[config.mk]
export PLATFORM = sky130hd
export DESIGN_NAME = rhhl_mix
export DESIGN_NICKNAME = d
export VERILOG_FILES = /design/src/rtl/rhhl_pkg.sv /design/src/rtl/rhhl_mix.sv
export SDC_FILE = /design/constraint.sdc
export NUM_CORES = 1
export LEC_CHECK = 0
export BUFFER_PORTS_ARGS = -buffer_cell sky130_fd_sc_hd__clkbuf_2
export CAP_MARGIN = 20
export CORE_AREA = 2 2 254 256
export DETAILED_ROUTE_END_ITERATION = 7
export DIE_AREA = 0 0 256 258
export PLACE_DENSITY = 0.58
export SYNTH_ARGS = -nofsm -noshare
export SYNTH_HDL_FRONTEND = slang
export SYNTH_SLANG_ARGS = --single-unit
[constraint.sdc]
create_clock -name clk -period 7.3 [get_ports clk]
set_clock_uncertainty 0.2 [all_clocks]
set_input_delay 1.46 -clock clk [delete_from_list [all_inputs] [get_ports clk]]
set_output_delay 1.46 -clock clk [all_outputs]
set_load 0.005 [all_outputs]
[src/rtl/rhhl_pkg.sv]
// Shared types, constants and codes for the Robin Hood hash lookup block.
package rhhl_pkg;

    localparam int TABLE_DEPTH = 4096;
    localparam int ADDR_W = $clog2(TABLE_DEPTH);
    localparam int DIST_W = ADDR_W + 1;
    // Largest power of two that still fits in the table, as a log2.
    localparam int CAP_LOG2_MAX = $clog2(TABLE_DEPTH + 1) - 1;

    localparam logic [31:0] MIX_MUL_A = 32'h7feb352d;
    localparam logic [31:0] MIX_MUL_B = 32'h846ca68b;

    localparam logic MODE_LOAD = 1'b0;
    localparam logic MODE_LOOKUP = 1'b1;

    localparam logic [1:0] STATUS_FOUND = 2'd0;
    localparam logic [1:0] STATUS_MISS = 2'd1;
    localparam logic [1:0] STATUS_RANGE = 2'd2;

    localparam int CFG_ADDR_W = 3;
    localparam logic REG_CAP_LOG2 = 1'b0;
    localparam logic REG_VALID_ENTRIES = 1'b1;
    localparam logic [3:0] CAP_LOG2_RESET = 4'd12;

    typedef struct packed {
        logic        mode;
        logic [11:0] slot;
        logic [31:0] key;
        logic [31:0] entry_index;
    } rhhl_in_t;

    typedef struct packed {
        logic [1:0]  status;
        logic [31:0] match_index;
    } rhhl_out_t;

    typedef struct packed {
        logic [3:0]  capacity_log2;
        logic [31:0] valid_entries;
    } rhhl_cfg_t;

    typedef enum logic [3:0] {
        S_CLEAR,
        S_IDLE,
        S_HASH1,
        S_HASH2,
        S_READ,
        S_RDATA,
        S_RHASH1,
        S_RHASH2,
        S_DONE
    } rhhl_state_t;

endpackage

[src/rtl/rhhl_mix.sv]
// Two-stage pipelined 32-bit xor-shift-multiply hash mixer.
module rhhl_mix
    import rhhl_pkg::*;
(
    input  logic        clk,
    input  logic [31:0] din,
    output logic [31:0] dout
);

    logic [31:0] m1_reg;
    logic [31:0] m1_next;
    logic [31:0] m2_reg;
    logic [31:0] m2_next;
    logic [31:0] x1;
    logic [31:0] x2;

    always_comb
    begin
        x1 = din ^ (din >> 16);
        m1_next = x1 * MIX_MUL_A;
        x2 = m1_reg ^ (m1_reg >> 15);
        m2_next = x2 * MIX_MUL_B;
    end

    always_ff @(posedge clk)
    begin
        m1_reg <= m1_next;
        m2_reg <= m2_next;
    end

    assign dout = m2_reg ^ (m2_reg >> 16);

endmodule

==> results of run 1 <==
-- timing repair --
| item | 4_1_cts | 5_1_grt |
|---|---|---|
| gates resized for setup | 7 | 85 |
| pin swaps | 7 | 72 |
| endpoints found under the setup margin | 1 | 9 |
| hold buffers | 0 | 0 |
| buffers inserted | 2 | 8 |
-- logic make-up (layout without fill, tap and decap cells) --
logic type	Yosys count	after routing
XOR/XNOR	207	207
AO/OA/AOI/OAI	155	155
adder cells (fa/ha/maj)	715	715
buffers and inverters	606	901
flip-flops	64	64
multiplexers	2	2
AND/OR/NAND/NOR	146	146
-- routing by layer --
metal  global-route usage [%]  up-vias  wire length, um
met4                     4.42        0             1490
met2                     29.4      299            26300
met3                     1.77       60             2140
met5                        0        -                0
li1                         -     6321                -
met1                     19.9     6542            22400
-- final cells by class --
type / instances / area share [%]
Clock inverter: 5 / 0.248
Timing Repair Buffer: 298 / 9.29
Inverter: 587 / 9.72
Clock buffer: 11 / 1.07
Sequential cell: 64 / 5.64
Multi-Input combinational cell: 1225 / 69.3
Tap cell: 855 / 4.71
-- stage by stage --
| step | instance area, um2 | TNS (ns) | std cells |
|---|---|---|---|
| floorplan | 19000 | -0.0105 | 1895 |
| global placement | 21900 | -1.85 | 3019 |
| detailed placement | 21900 | -2.57 | 3019 |
| CTS | 22300 | 0 | 3037 |
| global route | 22700 | -0.0520 | 3045 |
| finish | 22700 | 0 | 3045 |
-- critical path, delay by kind of cell --
family / cells / cell delay, ns
adders and majority gates: 8 / 3.44
buffers and inverters: 8 / 0.76
AOI/OAI and AO/OA: 5 / 0.75
and+or+nand+nor: 2 / 0.29
xor gates and xnor gates: 1 / 0.23
muxes: 1 / 0.21
-- cells in the mapped netlist, drive strengths merged, types with 6 or more instances --
| cell type | n |
|---|---|
| buf | 16 |
| nand4 | 6 |
| inv | 586 |
| nand3 | 19 |
| o21ai | 21 |
| fa | 346 |
| ha | 369 |
| o21bai | 8 |
| and2 | 6 |
| xnor2 | 133 |
| o211ai | 11 |
| a21o | 26 |
| nor3 | 7 |
| or2 | 6 |
| xor2 | 74 |
| nor2 | 54 |
| dfxtp | 64 |
| a21oi | 47 |
| nand2 | 30 |
-- path summary, 6_finish.rpt --
path         slack (ns)         end  cells after the start        from
max                0.17  m1_reg[29]                     25     din[28]
min                0.59   m2_reg[0]                      2   m1_reg[0]
max reg2reg        0.35  m2_reg[30]                     20  m1_reg[25]
min reg2reg        0.59   m2_reg[0]                      2   m1_reg[0]
==> impl_metrics.ini, run 1 <==
[outcome]
outcome = complete, no violations

[placed_design]
dp_slack_ns = -0.358
hpwl_um = 47100
place_congestion = 1.03
numPortBuffers = 64

[yosys]
syn_area_mm2 = 0.0188
synthCells = 1895
synthTopCellsByArea = fa_1 (37%), ha_1 (25%), inv_1 (12%)
synth_simple_gate_area_share_pct = 3.64
synthMuxAreaShare_pct = 0.113
synthAdderAreaFrac_pct = 61.5
yosysTopAreaCell = fa_1
synth_cell_types = 60
synth_xor_area_share_pct = 9.76
synth.avg_cell_area_um2 = 9.90
synthFlopType = dfxtp_1
synth-compound-area-share_pct = 5.67
synth_seq_cells = 64
yosysSeqAreaShare_pct = 6.83
synth_top_family_by_area = adder cells
yosys_warnings = 0
synth-async-reset-ratio_pct = 0
syn_nets = 2643
synth_top_area_share_pct = 36.9
synth_edf_count = 0

[critical_path]
cp.arrival_ns = 7.15
critPathLaunchType = input pin
crit_path_end_kind = register
critPathMaxStageDelay_ns = 0.57
crit_fanout = 5
slowest_stage = fa_1
crit_type = input pin to register
critPathRequiredTime_ns = 7.32
worst_path_most_repeated_cell = fa_1

[finish]
fillers = 6455
syn2layout_area_growth_pct = 21.0
final_common_cell = inv_1
drive_above_1_share_pct = 19.2
ff_latch_area_mm2 = 0.00128
final_cell_mix = inv_1 (560), ha_1 (346), fa_1 (339), buf_4 (231), xnor2_1 (121)
finalNetCount = 2933
multi_input_area_mm2 = 0.0157
antenna_cells = 0
fin_util_pct = 35.7

[die]
die-area_mm2 = 0.0660
std_cell_rows = 93
die_h_um = 258
die_width_um = 256
core-area_mm2 = 0.0636
ios = 65
start_util_pct = 29.5

[sta]
relSlewSlack_pct = 55.5
min_period_ns = 7.13
final-hold-violation-count = 0
holdWs_ns = 0.586
max_freq_mhz = 140
finalCritPeriodShare_pct = 97.6
worst_slack_ns = 0.175
maxSlewViolCount = 0
setup_viol = 0
worst_slew_pin_slew_ns = 0.666

[cts]
cts_made_buffers = 9
cts_buffer_depth = 2
path_clk_slew_ns = 0.06
cts_tree = yes
cts_max_level = 3
cts.sinks = 64
cts_root_buf = clkbuf_16
insertion_delay_ns = 0.35

[grt]
grt_remaining_overflow = 0
grt_pass1_wl_um = 81300
grt_max_degree = 13
grt.total_usage_pct = 16.1
grt_pass1_vias = 14680
antenna_found_initial = 0

[drt]
drcViolationCount = 0
drt_iter0_drc = 599
wirelength_um = 52400
avgRoutedWirePerCell_um = 17.2
viasPerCell = 4.34
drt_pass1_iterations = 6
final_antenna_net_count = 0
via_count = 13222

[worst_hold_path]
hold_class = register to register

[flow_run]
max_cap_viol_count = 0
Power of run 1 is left out: the tool's default activity adds up to more than one toggle a clock period on the data nets, which glitch-free logic cannot reach.
==> run 2: changes to the inputs <==
Settings changed: PLACE_DENSITY 0.58 to 0.56.
Clock period 7.3 ns to 7.15 ns, I/O delays scaled along.
==> run 2 against run 1 <==
Global-route usage grew 0.53 points; register-to-register slack got worse by 0.03 ns; sequential cell count unchanged; non-clock buffer count is 40 higher; worst setup slack worse by 0.11 ns; sequential share of layout area shrank 0.18 points; critical path depth is 4 lower; final cell count rose by 1.3%; worst hold slack got worse by 0.028 ns; wire length rose by 2.4%.
==> impl_metrics.ini, run 2 (synthesis gave the netlist of run 1 again) <==
[finish]
syn2layout_area_growth_pct = 25.0
finalNetCount = 2973
antenna_cells = 0
final_common_cell = inv_1
drive_above_1_share_pct = 22.3
fin_util_pct = 36.8
final_cell_mix = inv_1 (551), fa_1 (336), ha_1 (331), buf_4 (257), xnor2_1 (117)

[sta]
rsz0062_at_grt = yes
worst_slack_ns = 0.0675
max_freq_mhz = 141
relSlewSlack_pct = 60.9
worst_slew_pin_slew_ns = 0.585
min_period_ns = 7.08
final-hold-violation-count = 0
maxSlewViolCount = 0
setup_viol = 0
finalCritPeriodShare_pct = 99.1

[drt]
drcViolationCount = 0
top_layer_used = met5
drt_pass1_iterations = 5
final_antenna_net_count = 0
via_count = 13379
avgRoutedWirePerCell_um = 17.4
viasPerCell = 4.34
wirelength_um = 53600
drt_iter0_drc = 533
wl_met1_um = 22100
dr_wl_met3_um = 1730
wl_met2_um = 27500

[critical_path]
crit_fanout = 3
cp.arrival_ns = 7.11
crit_path_end_kind = register
critPathLaunchType = input pin
crit_type = input pin to register
critPathRequiredTime_ns = 7.18
worst-r2r-setup-slack_ns = 0.32

[cts]
cts_root_buf = clkbuf_16
cts_made_buffers = 9
cts_max_level = 3
cts_tree = yes
path_clk_slew_ns = 0.06
cts.sinks = 64
insertion_delay_ns = 0.35
cts_buffer_depth = 2

[die]
die_h_um = 258
die-area_mm2 = 0.0660
std_cell_rows = 93
die_width_um = 256
ios = 65
core-area_mm2 = 0.0636
start_util_pct = 29.5

[grt]
grt.total_usage_pct = 16.6
grt_remaining_overflow = 0
antenna_found_initial = 1
grt_pass1_wl_um = 83800
grt_pass1_vias = 15332
grt_max_degree = 13

[placed_design]
hpwl_um = 48400
place_congestion = 0.979
numPortBuffers = 64
dp_slack_ns = -0.534

[outcome]
outcome = complete, no violations

[flow_run]
max_cap_viol_count = 0

[worst_hold_path]
hold_class = register to register
[run 2: cell types whose count changed in the layout (fill, tap and decap cells not counted), sizes merged]
cell      previous run  this run
clkinvlp             1         2
clkbuf              69        66
inv                587       586
buf                240       283
clkinv               3         2
bufinv               1         2
[run 2: final timing paths]
check | startpoint | end | cells past startpoint
worst max-delay path | din[20] | m1_reg[31] | 21
worst min-delay path | m1_reg[0] | m2_reg[0] | 2
worst max register to register | m1_reg[19] | m2_reg[31] | 18
worst min register to register | m1_reg[0] | m2_reg[0] | 2
[run 2: stage by stage]
stage	cell area (um2)	setup TNS [ns]	instances	hold WS, ns
final	23400	0	3085	0.558
after global routing	23400	-0.534	3085	0.577
after CTS	23000	0	3077	0.562
after detailed placement	22300	-3.67	3051	0.558
after global placement	22300	-2.89	3051	0.566
after floorplan	19100	-0.0549	1895	0.407
[run 2: repair_timing]
item / in CTS / in global routing
buffers inserted: 11 / 9
setup endpoints to repair: 5 / 13
resized for setup: 45 / 90
hold buffers: 0 / 0
pin swaps: 37 / 53
[run 2: area by class of cell]
cell class / count / area, um2
repair buffers: 338 / 2530
fillers: 6456 / 40200
well taps: 855 / 1070
inverters: 587 / 2220
flip-flops and latches: 64 / 1280
multi-input cells: 1225 / 16000
clock inverters: 5 / 80.1
clock buffers: 11 / 243
[run 2: critical path, cell delays in order]
cell	delay [ns]
buf_8	0.11
buf_6	0.12
xor2_4	0.27
buf_6	0.16
ha_4	0.20
xnor2_2	0.21
fa_1	0.49
fa_1	0.57
inv_2	0.04
fa_1	0.50
fa_1	0.56
fa_1	0.44
fa_1	0.50
fa_2	0.37
xor2_2	0.16
xnor2_1	0.19
xnor2_1	0.15
xnor2_1	0.10
xnor2_1	0.25
xnor2_2	0.14
xnor2_1	0.15
[run 2: layer usage]
| layer | global-route usage [%] | up-vias |
|---|---|---|
| li1 | - | 6397 |
| met1 | 19.9 | 6626 |
| met2 | 30.7 | 270 |
| met3 | 1.41 | 84 |
| met4 | 6.24 | 2 |
| met5 | 0 | - |
Power of run 2 is left out for the same reason.
==> run 3: changes to the inputs <==
Settings changed: PLACE_DENSITY 0.56 to default, PLACE_DENSITY_LB_ADDON from default to 0.1.
==> run 3 against run 2 <==
First-iteration DRC count fell by 23%; die area stayed put; sequential share of layout area is 0.10 points higher; critical path depth up 2; wire length grew 9.6%; register-to-register slack lost 0.02 ns; global-route usage rose by 1.9 points; critical path type unchanged.
==> impl_metrics.ini, run 3 (synthesis gave the netlist of run 1 again) <==
[critical_path]
slowest_stage = fa_1
critPathLaunchType = input pin
crit_path_end_kind = register
critPathMaxStageDelay_ns = 0.57
crit_chain = clkbuf_2 > xnor2_4 > inv_2 > ha_4 > ha_1 > or2_4 > inv_1 > fa_1 > inv_1 > fa_1 > inv_1 > fa_1 > fa_1 > fa_1 > fa_1 > fa_2 > xor2_1 > xnor2_1 > xnor2_1 > xnor2_1 > xnor2_1 > xnor2_1 > xnor2_1
cp.arrival_ns = 7.14
worst-r2r-setup-slack_ns = 0.30
critPathRequiredTime_ns = 7.18
crit_type = input pin to register
crit_fanout = 3

[finish]
finalNetCount = 2971
final_cell_mix = inv_1 (568), ha_1 (349), fa_1 (340), buf_4 (268), xnor2_1 (119)
antenna_cells = 0
fin_util_pct = 36.2
syn2layout_area_growth_pct = 22.8
fillers = 6514
final_common_cell = inv_1
drive_above_1_share_pct = 20.0

[cts]
cts_root_buf = clkbuf_16
cts_tree = yes
cts_max_level = 3
insertion_delay_ns = 0.35
cts_made_buffers = 9
path_clk_slew_ns = 0.06
cts.sinks = 64
cts_buffer_depth = 2
hold_buffers = 0

[flow_run]
max_cap_viol_count = 0

[die]
ios = 65
std_cell_rows = 93
start_util_pct = 29.5
core-area_mm2 = 0.0636
die_width_um = 256
die-area_mm2 = 0.0660
die_h_um = 258

[placed_design]
hpwl_um = 54200
numPortBuffers = 64
place_congestion = 0.943

[drt]
final_antenna_net_count = 0
wl_met2_um = 30900
dr_wl_met3_um = 1000
top_layer_used = met4
drcViolationCount = 0
wl_met1_um = 24400
avgRoutedWirePerCell_um = 19.1
drt_iter0_drc = 409
via_count = 13059
drt_pass1_iterations = 4
viasPerCell = 4.24
wirelength_um = 58800

[sta]
finalCritPeriodShare_pct = 99.5
min_period_ns = 7.11
setup_viol = 0
relSlewSlack_pct = 62.5
rsz0062_at_grt = yes
maxSlewViolCount = 0
worst_slew_pin_slew_ns = 0.561
holdWs_ns = 0.554
final-hold-violation-count = 0
max_freq_mhz = 141

[grt]
grt.total_usage_pct = 18.5
grt_pass1_vias = 15156
grt_remaining_overflow = 0
grt_max_degree = 13
grt_pass1_wl_um = 90400
antenna_found_initial = 1

[outcome]
outcome = complete, no violations

[worst_hold_path]
hold_class = register to register
## run 3: cell count changes in the layout (fill, tap and decap cells not counted), sizes merged
cell,previous run,this run
clkbuf,66,72
bufinv,2,1
inv,586,587
buf,283,274
clkinv,2,3
## run 3: critical path, delay by kind of cell
kind	cells	cell delay [ns]
XOR/XNOR	8	1.35
buffers and inverters	5	0.38
AND/OR/NAND/NOR	1	0.13
adder cells (fa/ha/maj)	9	3.83
## run 3: per-layer routing
layer	up-vias	track usage (%)
li1	6400	-
met1	6423	21.2
met2	163	35.4
met3	73	1.49
met4	0	7.16
met5	-	0
## run 3: final cells by class
class / instances / area (um2) / share of cell area, %
multi-input combinational: 1225 / 15700 / 68.4
clock buffer: 10 / 229 / 0.994
timing repair buffer: 336 / 2420 / 10.5
sequential: 64 / 1280 / 5.56
inverter: 587 / 2210 / 9.62
clock inverter: 6 / 67.6 / 0.293
tap: 855 / 1070 / 4.65
## run 3: per-stage QoR
stage                     setup WS, ns  instances  setup TNS [ns]  area (um2)
final                           0.0370       3083               0       23000
after global routing            -0.175       3083          -0.781       23000
after CTS                     -0.00778       3076        -0.00995       22900
after detailed placement        -0.615       3057           -4.38       22400
after global placement          -0.568       3057           -4.04       22400
after floorplan                -0.0376       1895         -0.0549       19100
## run 3: repair_timing
action	CTS	global route
pin swaps	27	30
setup buffers	4	7
setup endpoints to repair	5	8
gates resized for setup	26	25
## run 3: final timing paths
path / start / depth (start not counted) / endpoint
hold / removal: m1_reg[0] / 2 / m2_reg[0]
setup reg to reg: m1_reg[26] / 20 / m2_reg[31]
hold reg to reg: m1_reg[0] / 2 / m2_reg[0]
setup / recovery: din[3] / 23 / m1_reg[31]
Power of run 3 is left out for the same reason.
