<file path="src/rtl/rhhl_pkg.sv">
// Shared types, constants and codes for the Robin Hood hash lookup block.
package rhhl_pkg;

    localparam int TABLE_DEPTH = 4096;
    localparam int ADDR_W = $clog2(TABLE_DEPTH);
    localparam int DIST_W = ADDR_W + 1;
    // Largest power of two that still fits in the table, as a log2.
    localparam int CAP_LOG2_MAX = $clog2(TABLE_DEPTH + 1) - 1;

    localparam logic [31:0] MIX_MUL_A = 32'h7feb352d;
    localparam logic [31:0] MIX_MUL_B = 32'h846ca68b;

    localparam logic MODE_LOAD = 1'b0;
    localparam logic MODE_LOOKUP = 1'b1;

    localparam logic [1:0] STATUS_FOUND = 2'd0;
    localparam logic [1:0] STATUS_MISS = 2'd1;
    localparam logic [1:0] STATUS_RANGE = 2'd2;

    localparam int CFG_ADDR_W = 3;
    localparam logic REG_CAP_LOG2 = 1'b0;
    localparam logic REG_VALID_ENTRIES = 1'b1;
    localparam logic [3:0] CAP_LOG2_RESET = 4'd12;

    typedef struct packed {
        logic        mode;
        logic [11:0] slot;
        logic [31:0] key;
        logic [31:0] entry_index;
    } rhhl_in_t;

    typedef struct packed {
        logic [1:0]  status;
        logic [31:0] match_index;
    } rhhl_out_t;

    typedef struct packed {
        logic [3:0]  capacity_log2;
        logic [31:0] valid_entries;
    } rhhl_cfg_t;

    typedef enum logic [3:0] {
        S_CLEAR,
        S_IDLE,
        S_HASH1,
        S_HASH2,
        S_READ,
        S_RDATA,
        S_RHASH1,
        S_RHASH2,
        S_DONE
    } rhhl_state_t;

endpackage

</file>
<file path="src/rtl/rhhl_cfg.sv">
// APB-style configuration registers for capacity and entry count.
module rhhl_cfg
    import rhhl_pkg::*;
(
    input  logic                  clk,
    input  logic                  rst_n,
    input  logic                  psel,
    input  logic                  penable,
    input  logic                  pwrite,
    input  logic [CFG_ADDR_W-1:0] paddr,
    input  logic [31:0]           pwdata,
    output logic [31:0]           prdata,
    output logic                  pready,
    output rhhl_cfg_t             cfg
);

    logic [3:0]  cap_log2_reg;
    logic [3:0]  cap_log2_next;
    logic [31:0] valid_entries_reg;
    logic [31:0] valid_entries_next;
    logic        wr_en;
    logic        reg_sel;

    always_comb
    begin
        reg_sel = paddr[2];
        wr_en = psel & penable & pwrite;
        cap_log2_next = cap_log2_reg;
        valid_entries_next = valid_entries_reg;
        if (wr_en)
        begin
            case (reg_sel)
                REG_CAP_LOG2:      cap_log2_next = pwdata[3:0];
                REG_VALID_ENTRIES: valid_entries_next = pwdata;
                default:           cap_log2_next = cap_log2_reg;
            endcase
        end
        case (reg_sel)
            REG_CAP_LOG2:      prdata = {28'd0, cap_log2_reg};
            REG_VALID_ENTRIES: prdata = valid_entries_reg;
            default:           prdata = 32'd0;
        endcase
    end

    always_ff @(posedge clk or negedge rst_n)
    begin
        if (!rst_n)
        begin
            cap_log2_reg <= CAP_LOG2_RESET;
            valid_entries_reg <= 32'd0;
        end
        else
        begin
            cap_log2_reg <= cap_log2_next;
            valid_entries_reg <= valid_entries_next;
        end
    end

    assign pready = 1'b1;
    assign cfg.capacity_log2 = cap_log2_reg;
    assign cfg.valid_entries = valid_entries_reg;

endmodule

</file>
<file path="config.mk">
export PLATFORM = sky130hd
export DESIGN_NAME = rhhl_cfg
export DESIGN_NICKNAME = d
export VERILOG_FILES = /design/src/rtl/rhhl_pkg.sv /design/src/rtl/rhhl_cfg.sv
export SDC_FILE = /design/constraint.sdc
export NUM_CORES = 1
export LEC_CHECK = 0
export ABC_AREA = 1
export BUFFER_PORTS_ARGS = -buffer_cell sky130_fd_sc_hd__buf_4
export CORE_MARGIN = 1
export CORE_UTILIZATION = 38
export DETAILED_ROUTE_END_ITERATION = 6
export GPL_TIMING_DRIVEN = 0
export HOLD_SLACK_MARGIN = 0.02
export PLACE_DENSITY = 0.73
export RECOVER_POWER = 100
export SYNTH_ARGS = -nofsm -noshare
export SYNTH_HDL_FRONTEND = slang
export SYNTH_SLANG_ARGS = --single-unit
</file>
<file path="constraint.sdc">
create_clock -name clk -period 0.8 [get_ports clk]
set_input_delay 0.04 -clock clk [delete_from_list [all_inputs] [get_ports clk]]
set_output_delay 0.04 -clock clk [all_outputs]
set_load 0.01 [all_outputs]
</file>
==> results of run 1 <==
## routing by layer
layer,vias to the layer above,share of wire [%],track usage (%)
li1,1024,-,-
met1,1008,39,26.7
met2,79,55,44.9
met3,4,5.5,6.25
met4,0,0.75,6.22
met5,-,0,0
## critical path: cells and delay by family (launching register included)
kind          cells  cell delay, ns
buf+inv           1            0.12
flops             1            0.55
simple gates      2            0.13
## logic make-up (layout without fill, tap and decap cells)
family | after synthesis | after routing
buf+inv | 44 | 208
other cells | 1 | 1
flops | 36 | 36
simple gates | 152 | 152
## layout by cell type (no fill, tap or decap)
cell type	count
nand2_1	106
buf_6	77
nand3_1	36
buf_4	35
dfrtp_1	34
dlygate4sd3_1	33
inv_1	20
clkbuf_4	17
inv_2	9
buf_2	7
nand2_2	7
clkbuf_8	6
nand4_1	2
dfstp_2	2
clkinv_2	2
clkinv_1	1
nor2_4	1
conb_1	1
clkbuf_1	1
## area by class of cell
class / instances / area share (%)
Timing Repair Buffer: 156 / 44.3
Tap cell: 52 / 1.89
Buffer: 14 / 2.87
Multi-Input combinational cell: 153 / 18.8
Clock inverter: 2 / 0.290
Sequential cell: 36 / 26.2
Clock buffer: 6 / 2.39
Inverter: 30 / 3.26
## where the power goes
group,internal [mW],leakage (nW),total [mW],switching (mW)
logic,1.64,1.50,2.71,1.07
registers,2.18,0.449,2.53,0.355
clock network,0.687,0.0510,1.32,0.633
## worst max path at each step
stage	end
floorplan	prdata[2]
global placement	prdata[3]
detailed placement	prdata[2]
CTS	prdata[3]
global route	prdata[3]
finish	prdata[3]
## metrics by stage
step | utilization (%) | area [µm²] | std cells | setup TNS [ns]
3_3_place_gp | 59.4 | 2600 | 390 | -2.89
3_5_place_dp | 59.4 | 2600 | 390 | -3.23
6_report | 78.7 | 3450 | 449 | -9.04
4_1_cts | 76.2 | 3340 | 440 | -8.63
5_1_grt | 78.7 | 3450 | 449 | -11.62
2_1_floorplan | - | 1750 | 233 | 0
## timing repair
item,4_1_cts,5_1_grt
setup buffers,9,9
endpoints found under the hold margin,70,0
hold buffers,33,0
endpoints found under the setup margin,68,70
gates resized for setup,66,22
pin swaps,23,5
==> flow_summary_export.csv, run 1 <==
group,metric,value,unit
synth,synthArstFlopShare,100,%
setup_path,startpoint,"cap_log2_reg[3]$_DFFE_PN1P_",
run,drv_cap,0,
setup_path,endpoint_kind,"output port",
final_layout,drive_gt1_share,41.1,%
synth,syn_area,0.00175,mm²
synth,ys.flop_type,"dfrtp_1",
power_and_ir_drop,irDropWorstVdd,1350,µV
clock_tree,cts_sinks,36,
placement,gp_congestion,0.724,
global_route,grt_overflow,0,
sta,setup_ws,-0.323,ns
synth,synth_nets,273,
final_layout,multi_input_area,649,µm²
floorplanning,pin_count,109,
floorplanning,coreArea,0.00438,mm²
placement,port_buffers,105,
synth,synth.top_cell.area_share,48.6,%
synth,synthMuxAreaShare,0,%
global_route,grt_pass1_vias,2013,
sta,finalCritPeriodShare,140,%
setup_path,cpMaxStageDelayCell,"dfstp_2",
setup_path,crit_type,"reg2out",
setup_path,worst-endpoint-arrival,1.08,ns
power_and_ir_drop,pwr_density_cell,1900,mW/mm²
final_layout,final_nets,436,
floorplanning,dieWidth,69.8,µm
final_layout,fill_cells,332,
placement,dp_hpwl,3300,µm
run_status,violations,"setup timing",
setup_path,path_cells,"nand2_1 > nand2_1 > buf_4",
setup_path,worstRegToRegCells,3,
synth,synth_most_common_cell,"nand2_1",
drt,first_iter_violations,86,
final_layout,syn_to_final_growth,97.2,%
synth,synth-compound-area-share,0,%
global_route,antenna_found_initial,0,
run_status,status,"complete, but fails checks",
synth,synth_common_cells,"nand2_1, nand3_1, dfrtp_1",
final_layout,largest_register_ffs,32,
clock_tree,cts_buffers,5,
power_and_ir_drop,power.leakage,2.00,nW
synth,synth_area_per_cell,7.51,µm²
synth,synth_area_leaders,"dfrtp_1, nand2_1, nand3_1",
clock_tree,cts-root-buf,"clkbuf_8",
sta,setup_viol,69,
clock_tree,cts_tree,"done",
synth,synthCells,233,
setup_path,path_common_cell,"nand2_1",
setup_path,cp-start-kind,"flop",
clock_tree,htreeDepth,2,
drt,via_per_inst,4.71,
clock_tree,clockBufferDepth,2,
synth,synthXorXnorAreaFrac,0,%
drt,firstDrtPassIters,4,
setup_path,cpPeakStageDelay,0.55,ns
setup_path,cp.required,0.76,ns
synth,synthSimpleGateAreaFrac,36.1,%
drt,drc,0,
drt,wl,5840,µm
drt,wl_per_cell,13.0,µm
synth,ys_types,14,
min_path,hold_class,"in2reg",
setup_path,worstReg2RegEnd,"cap_log2_reg[2]$_DFFE_PN1P_",
min_path,min_to,"cap_log2_reg[3]$_DFFE_PN1P_",
drt,ant_nets,0,
synth,synth_edf_count,0,
global_route,grtUsageTotal,24.0,%
synth,synth_top_area_cell,"dfrtp_1",
floorplanning,die-area,0.00488,mm²
sta,slew_viol_final,0,
final_layout,regArea,903,µm²
floorplanning,num_rows,24,
clock_tree,path_clk_slew,0.07,ns
synth,synth_seq_area_share,51.6,%
sta,fin_skew,0,ns
clock_tree,clock_latency,0.28,ns
sta,holdWs,0.108,ns
setup_path,reg2reg_from,"cap_log2_reg[2]$_DFFE_PN1P_",
synth,synth_adder_area_share,0,%
global_route,grt_max_degree,37,
sta,hold_viol,0,
setup_path,ff2ff_setup_slack,-0.03,ns
drt,num_vias,2115,
sta,grt_setup_unrepaired,"yes",
min_path,min_from,"pwrite",
final_layout,n_antenna_cell,0,
sta,fin_crit,1.12,ns
sta,fmax,890,MHz
floorplanning,start_util,39.9,%
power_and_ir_drop,power,6.57,mW
min_path,hold-path-cell-count,5,
synth,yosysWarnings,0,
synth,ys_seq_elements,36,
setup_path,worstPathMaxFanout,3,
synth,synth_top_family_by_area,"simple AND/OR/NAND/NOR gates",
floorplanning,dieHeight,69.8,µm
global_route,grt_pass1_wl,9310,µm
placement,pre_cts_ws,-0.0805,ns
No activity file was read; power rests on OpenSTA's default activity.
==> run 2, diff against run 1 <==
- GPL_TIMING_DRIVEN: 0 -> 1
==> flow_summary_export.csv, run 2 (same netlist as run 1, synthesis figures left out) <==
group,metric,value,unit
global_route,grt_overflow,0,
setup_path,path_cells,"nand2_2 > nand2_2 > buf_6",
drt,firstDrtPassIters,4,
floorplanning,die-area,0.00488,mm²
sta,fin_crit,1.11,ns
global_route,grtUsageTotal,22.0,%
setup_path,cpLargestDelayFamily,"flip-flops",
final_layout,n_antenna_cell,0,
final_layout,multi_input_area,657,µm²
drt,wl,5960,µm
placement,pre_cts_ws,0.0188,ns
floorplanning,start_util,39.9,%
setup_path,ff2ff_setup_slack,-0.06,ns
drt,drc,0,
setup_path,path_common_cell,"nand2_2",
power_and_ir_drop,irDropWorstVdd,1270,µV
clock_tree,path_clk_slew,0.07,ns
power_and_ir_drop,pwr_density_cell,1940,mW/mm²
drt,via_per_inst,4.62,
run_status,status,"complete, but fails checks",
sta,fmax,897,MHz
setup_path,setup.worst_path.end,"prdata[2]",
setup_path,cp.depth,3,
sta,tightestPinTransition,0.501,ns
final_layout,syn_to_final_growth,102,%
clock_tree,clock_latency,0.28,ns
global_route,antenna_found_initial,0,
setup_path,worst-endpoint-arrival,1.07,ns
sta,hold_viol,0,
setup_path,worstPathMaxFanout,3,
final_layout,final_common_cell,"nand2_1",
sta,finalSetupTns,-9.73,ns
final_layout,drive_gt1_share,42.8,%
run_status,violations,"setup timing",
setup_path,cpPeakStageDelay,0.56,ns
setup_path,cp.required,0.76,ns
global_route,grt_pass1_wl,8600,µm
final_layout,fill_cells,274,
floorplanning,coreArea,0.00438,mm²
drt,ant_nets,0,
setup_path,crit_type,"reg2out",
sta,finalCritPeriodShare,139,%
power_and_ir_drop,power.leakage,2.03,nW
clock_tree,cts-root-buf,"clkbuf_8",
sta,fin_skew,0,ns
floorplanning,dieHeight,69.8,µm
floorplanning,dieWidth,69.8,µm
placement,gp_congestion,0.706,
final_layout,regArea,903,µm²
setup_path,worstRegToRegCells,4,
setup_path,crit_buf_inv,1,
setup_path,cp-start-kind,"flop",
min_path,hold_class,"in2reg",
sta,setup_ws,-0.315,ns
setup_path,cpMaxStageDelayCell,"dfstp_2",
setup_path,worstReg2RegEnd,"valid_entries_reg[17]$_DFFE_PN0P_",
drt,num_vias,2086,
floorplanning,pin_count,109,
global_route,grt_pass1_vias,1866,
final_layout,largest_register_ffs,32,
final_layout,layout_common_cells,"nand2_1, buf_6, buf_4, nand3_1, dfrtp_1",
clock_tree,htreeDepth,2,
clock_tree,cts_tree,"done",
global_route,grt_max_degree,37,
drt,wl_per_cell,13.2,µm
floorplanning,num_rows,24,
sta,slew_viol_final,0,
sta,setup_viol,71,
sta,grt_setup_unrepaired,"yes",
clock_tree,cts_sinks,36,
placement,port_buffers,105,
clock_tree,clockBufferDepth,2,
final_layout,final_nets,440,
run,drv_cap,0,
placement,dp_hpwl,3160,µm
setup_path,reg2reg_from,"valid_entries_reg[17]$_DFFE_PN0P_",
clock_tree,cts_buffers,5,
setup_path,startpoint,"cap_log2_reg[2]$_DFFE_PN1P_",
drt,first_iter_violations,147,
sta,relSlewSlack,66.6,%
final_layout,fin_util,80.5,%
setup_path,endpoint_kind,"output port",
## run 2: what timing repair did
item                                    CTS  global route
endpoints found under the hold margin    70             0
gates resized for setup                  65            34
endpoints found under the setup margin   68            72
hold buffers                             33             0
setup buffers                             9            21
pin swaps                                 4             3
## run 2: per-stage QoR
step	cell area [µm²]	total power, mW	hold WS (ns)	instances
after floorplan	1750	3.23	-0.256	233
after global placement	2580	4.31	0.0246	383
after detailed placement	2580	4.37	0.0224	383
after CTS	3320	6.39	0.175	432
after global routing	3530	7.19	0.205	452
final	3530	6.84	0.193	452
## run 2: worst register-to-register path, stage by stage, from the launching register on
cell and delay, ns:
dfrtp_1 0.40, buf_6 0.13, buf_4 0.12, nand2_2 0.06, nand2_1 0.05
## run 2: area by class of cell
class,instances,share of cell area [%]
inverter,30,3.19
multi-input combinational,153,18.6
clock buffer,7,2.73
tap,52,1.84
timing repair buffer,174,48.0
sequential,36,25.6
## run 2: how the worst min path moves through the flow
stage	start	to	slack, ns	cells past startpoint
after detailed placement	rst_n	valid_entries_reg[24]$_DFFE_PN0P_	0.02	1
after global routing	pwrite	cap_log2_reg[0]$_DFFE_PN0P_	0.20	4
after floorplan	rst_n	cap_log2_reg[0]$_DFFE_PN0P_	-0.26	0
after global placement	rst_n	valid_entries_reg[24]$_DFFE_PN0P_	0.02	1
after CTS	paddr[2]	cap_log2_reg[3]$_DFFE_PN1P_	0.18	4
final	pwrite	cap_log2_reg[0]$_DFFE_PN0P_	0.19	4
## run 2: layer usage
metal | global-route usage (%) | up-vias | part of all wire, %
li1 | - | 1031 | -
met4 | 6.89 | 0 | 1.7
met2 | 40.9 | 84 | 54
met1 | 24.7 | 958 | 40
met5 | 0 | - | 0
met3 | 4.65 | 13 | 5.1
## run 2: power breakdown
part / internal (mW) / switching, mW / leakage (nW) / total, mW
Sequential: 2.18 / 0.348 / 0.449 / 2.52
Combinational: 1.78 / 1.15 / 1.53 / 2.92
Clock: 0.767 / 0.630 / 0.0503 / 1.40
==> run 3, diff against run 2 <==
- ABC_AREA: 1 -> not set
- GPL_TIMING_DRIVEN: 1 -> 0
- PLACE_DENSITY: 0.73 -> 0.76
==> flow_summary_export.csv, run 3 <==
group,metric,value,unit
final_layout,syn_to_final_growth,121,%
global_route,grt_overflow,0,
synth,yosysWarnings,0,
drt,first_iter_violations,82,
final_layout,layout_common_cells,"buf_6, buf_4, mux2_4, dfrtp_1, and2_4",
clock_tree,cts_buffers,5,
final_layout,drive_gt1_share,77.6,%
power_and_ir_drop,pwr_density_cell,2220,mW/mm²
final_layout,final_nets,342,
sta,hold_viol,0,
synth,synth_nets,154,
placement,gp_congestion,0.677,
run,drv_cap,0,
drt,num_vias,1713,
drt,wl,7540,µm
clock_tree,clockBufferDepth,2,
synth,synth_edf_count,0,
drt,firstDrtPassIters,4,
sta,fin_crit,1.17,ns
global_route,antenna_found_initial,0,
sta,holdWs,0.0178,ns
drt,wl_per_cell,21.2,µm
power_and_ir_drop,power.leakage,2.03,nW
setup_path,cpPeakStageDelay,0.58,ns
setup_path,path_cells,"mux2_4 > buf_6",
sta,fin_skew,0,ns
floorplanning,coreArea,0.00435,mm²
clock_tree,path_clk_slew,0.08,ns
final_layout,n_antenna_cell,0,
sta,setup_viol,101,
sta,fmax,856,MHz
setup_path,cp-start-kind,"flop",
sta,grt_setup_unrepaired,"yes",
floorplanning,dieHeight,69.4,µm
synth,synthArstFlopShare,100,%
sta,finalCritPeriodShare,146,%
clock_tree,clock_latency,0.29,ns
floorplanning,start_util,39.7,%
global_route,grt_pass1_vias,1813,
synth,ys_types,11,
synth,synth_area_per_cell,15.2,µm²
placement,port_buffers,105,
run_status,status,"complete, but fails checks",
placement,dp_hpwl,3090,µm
synth,synth_seq_area_share,52.3,%
floorplanning,pin_count,109,
clock_tree,cts_sinks,36,
global_route,grt_pass1_wl,9360,µm
sta,setup_ws,-0.368,ns
setup_path,worstPathMaxFanout,3,
setup_path,crit_type,"reg2out",
sta,slew_viol_final,0,
clock_tree,cts-root-buf,"clkbuf_8",
synth,syn_area,0.00173,mm²
synth,synth.top_cell.area_share,49.2,%
global_route,grt_max_degree,37,
drt,via_per_inst,4.83,
power_and_ir_drop,irDropWorstVdd,1380,µV
synth,synth_area_leaders,"dfrtp_1, mux2_4, and2_1",
clock_tree,cts_tree,"done",
synth,synthCells,114,
synth,ys_seq_elements,36,
global_route,grtUsageTotal,25.7,%
synth,ys.flop_type,"dfrtp_1",
sta,finalSetupTns,-17.69,ns
final_layout,final_common_cell,"buf_6",
drt,ant_nets,0,
run_status,violations,"setup timing",
setup_path,endpoint_kind,"output port",
synth,synth_common_cells,"dfrtp_1, mux2_4, and2_1",
synth,synth_top_area_cell,"dfrtp_1",
final_layout,fill_cells,180,
floorplanning,num_rows,24,
drt,drc,0,
setup_path,worst-endpoint-arrival,1.13,ns
final_layout,largest_register_ffs,32,
setup_path,cpMaxStageDelayCell,"dfstp_2",
floorplanning,die-area,0.00482,mm²
floorplanning,dieWidth,69.4,µm
min_path,hold_class,"in2reg",
setup_path,cp.required,0.76,ns
synth,synth_most_common_cell,"dfrtp_1",
clock_tree,htreeDepth,2,
==> run 3: critical path, delay by kind of cell, from the launching register on <==
family,cells,cell delay [ns]
buffers and inverters,1,0.09
DFF,1,0.58
muxes,1,0.16
==> run 3: power by group <==
group / internal, mW / switching [mW]
combinational: 3.00 / 1.40
sequential: 2.24 / 0.474
clock: 0.688 / 0.681
==> run 3: cells by family (layout without fill, tap and decap cells) <==
family / count (synthesis) / count (layout) / share of synthesized area (%)
and+or+nand+nor: 30 / 30 / 11.9
other: 1 / 1 / 0.217
DFF: 36 / 36 / 52.3
muxes: 40 / 40 / 32.6
buffers and inverters: 7 / 196 / 3.04
==> run 3: final timing paths <==
check | start | slack [ns] | cells after the start | end
setup reg to reg | valid_entries_reg[6]$_DFFE_PN0P_ | -0.26 | 3 | valid_entries_reg[6]$_DFFE_PN0P_
max in group asynchronous | rst_n | 0.16 | 2 | cap_log2_reg[2]$_DFFE_PN1P_
hold reg to reg | valid_entries_reg[1]$_DFFE_PN0P_ | 0.58 | 1 | valid_entries_reg[1]$_DFFE_PN0P_
hold / removal | pwdata[15] | 0.02 | 2 | valid_entries_reg[15]$_DFFE_PN0P_
setup / recovery | cap_log2_reg[3]$_DFFE_PN1P_ | -0.37 | 2 | prdata[3]
min in group asynchronous | rst_n | 0.28 | 2 | cap_log2_reg[1]$_DFFE_PN0P_
==> run 3: routing by layer <==
layer  up-vias  global-route usage, %  part of all wire [%]  wire length (µm)
li1        756                      -                     -                 -
met1       864                   29.4                    37              2810
met2        82                   46.2                    56              4240
met3        11                   7.70                   5.0               380
met4         0                   7.26                   1.5               110
met5         -                      0                     0                 0
==> run 3: cell type report <==
class	instances	area [µm²]	area share (%)
multi-input cells	71	865	22.7
repair buffers	181	1830	48.1
plain buffers	7	56.3	1.48
clock inverters	2	10.0	0.262
flip-flops and latches	36	903	23.7
clock buffers	6	82.6	2.16
well taps	52	65.1	1.70
==> run 3: metrics by stage <==
stage                     setup slack (ns)  total power [mW]  std cells  instance area (µm²)  util (%)
after floorplan                     0.0188              3.64        114                 1730         -
after global placement              -0.290              4.90        271                 2580      59.3
after detailed placement            -0.275              4.96        271                 2580      59.3
after CTS                           -0.325              7.60        339                 3550      81.6
after global routing                -0.376              8.80        355                 3820      87.6
final                               -0.368              8.48        355                 3820      87.6
==> run 3: timing repair <==
item,in CTS,in global routing
setup endpoints to repair,69,101
hold endpoints to repair,70,3
resized for setup,99,48
hold buffers,31,1
setup buffers,29,16
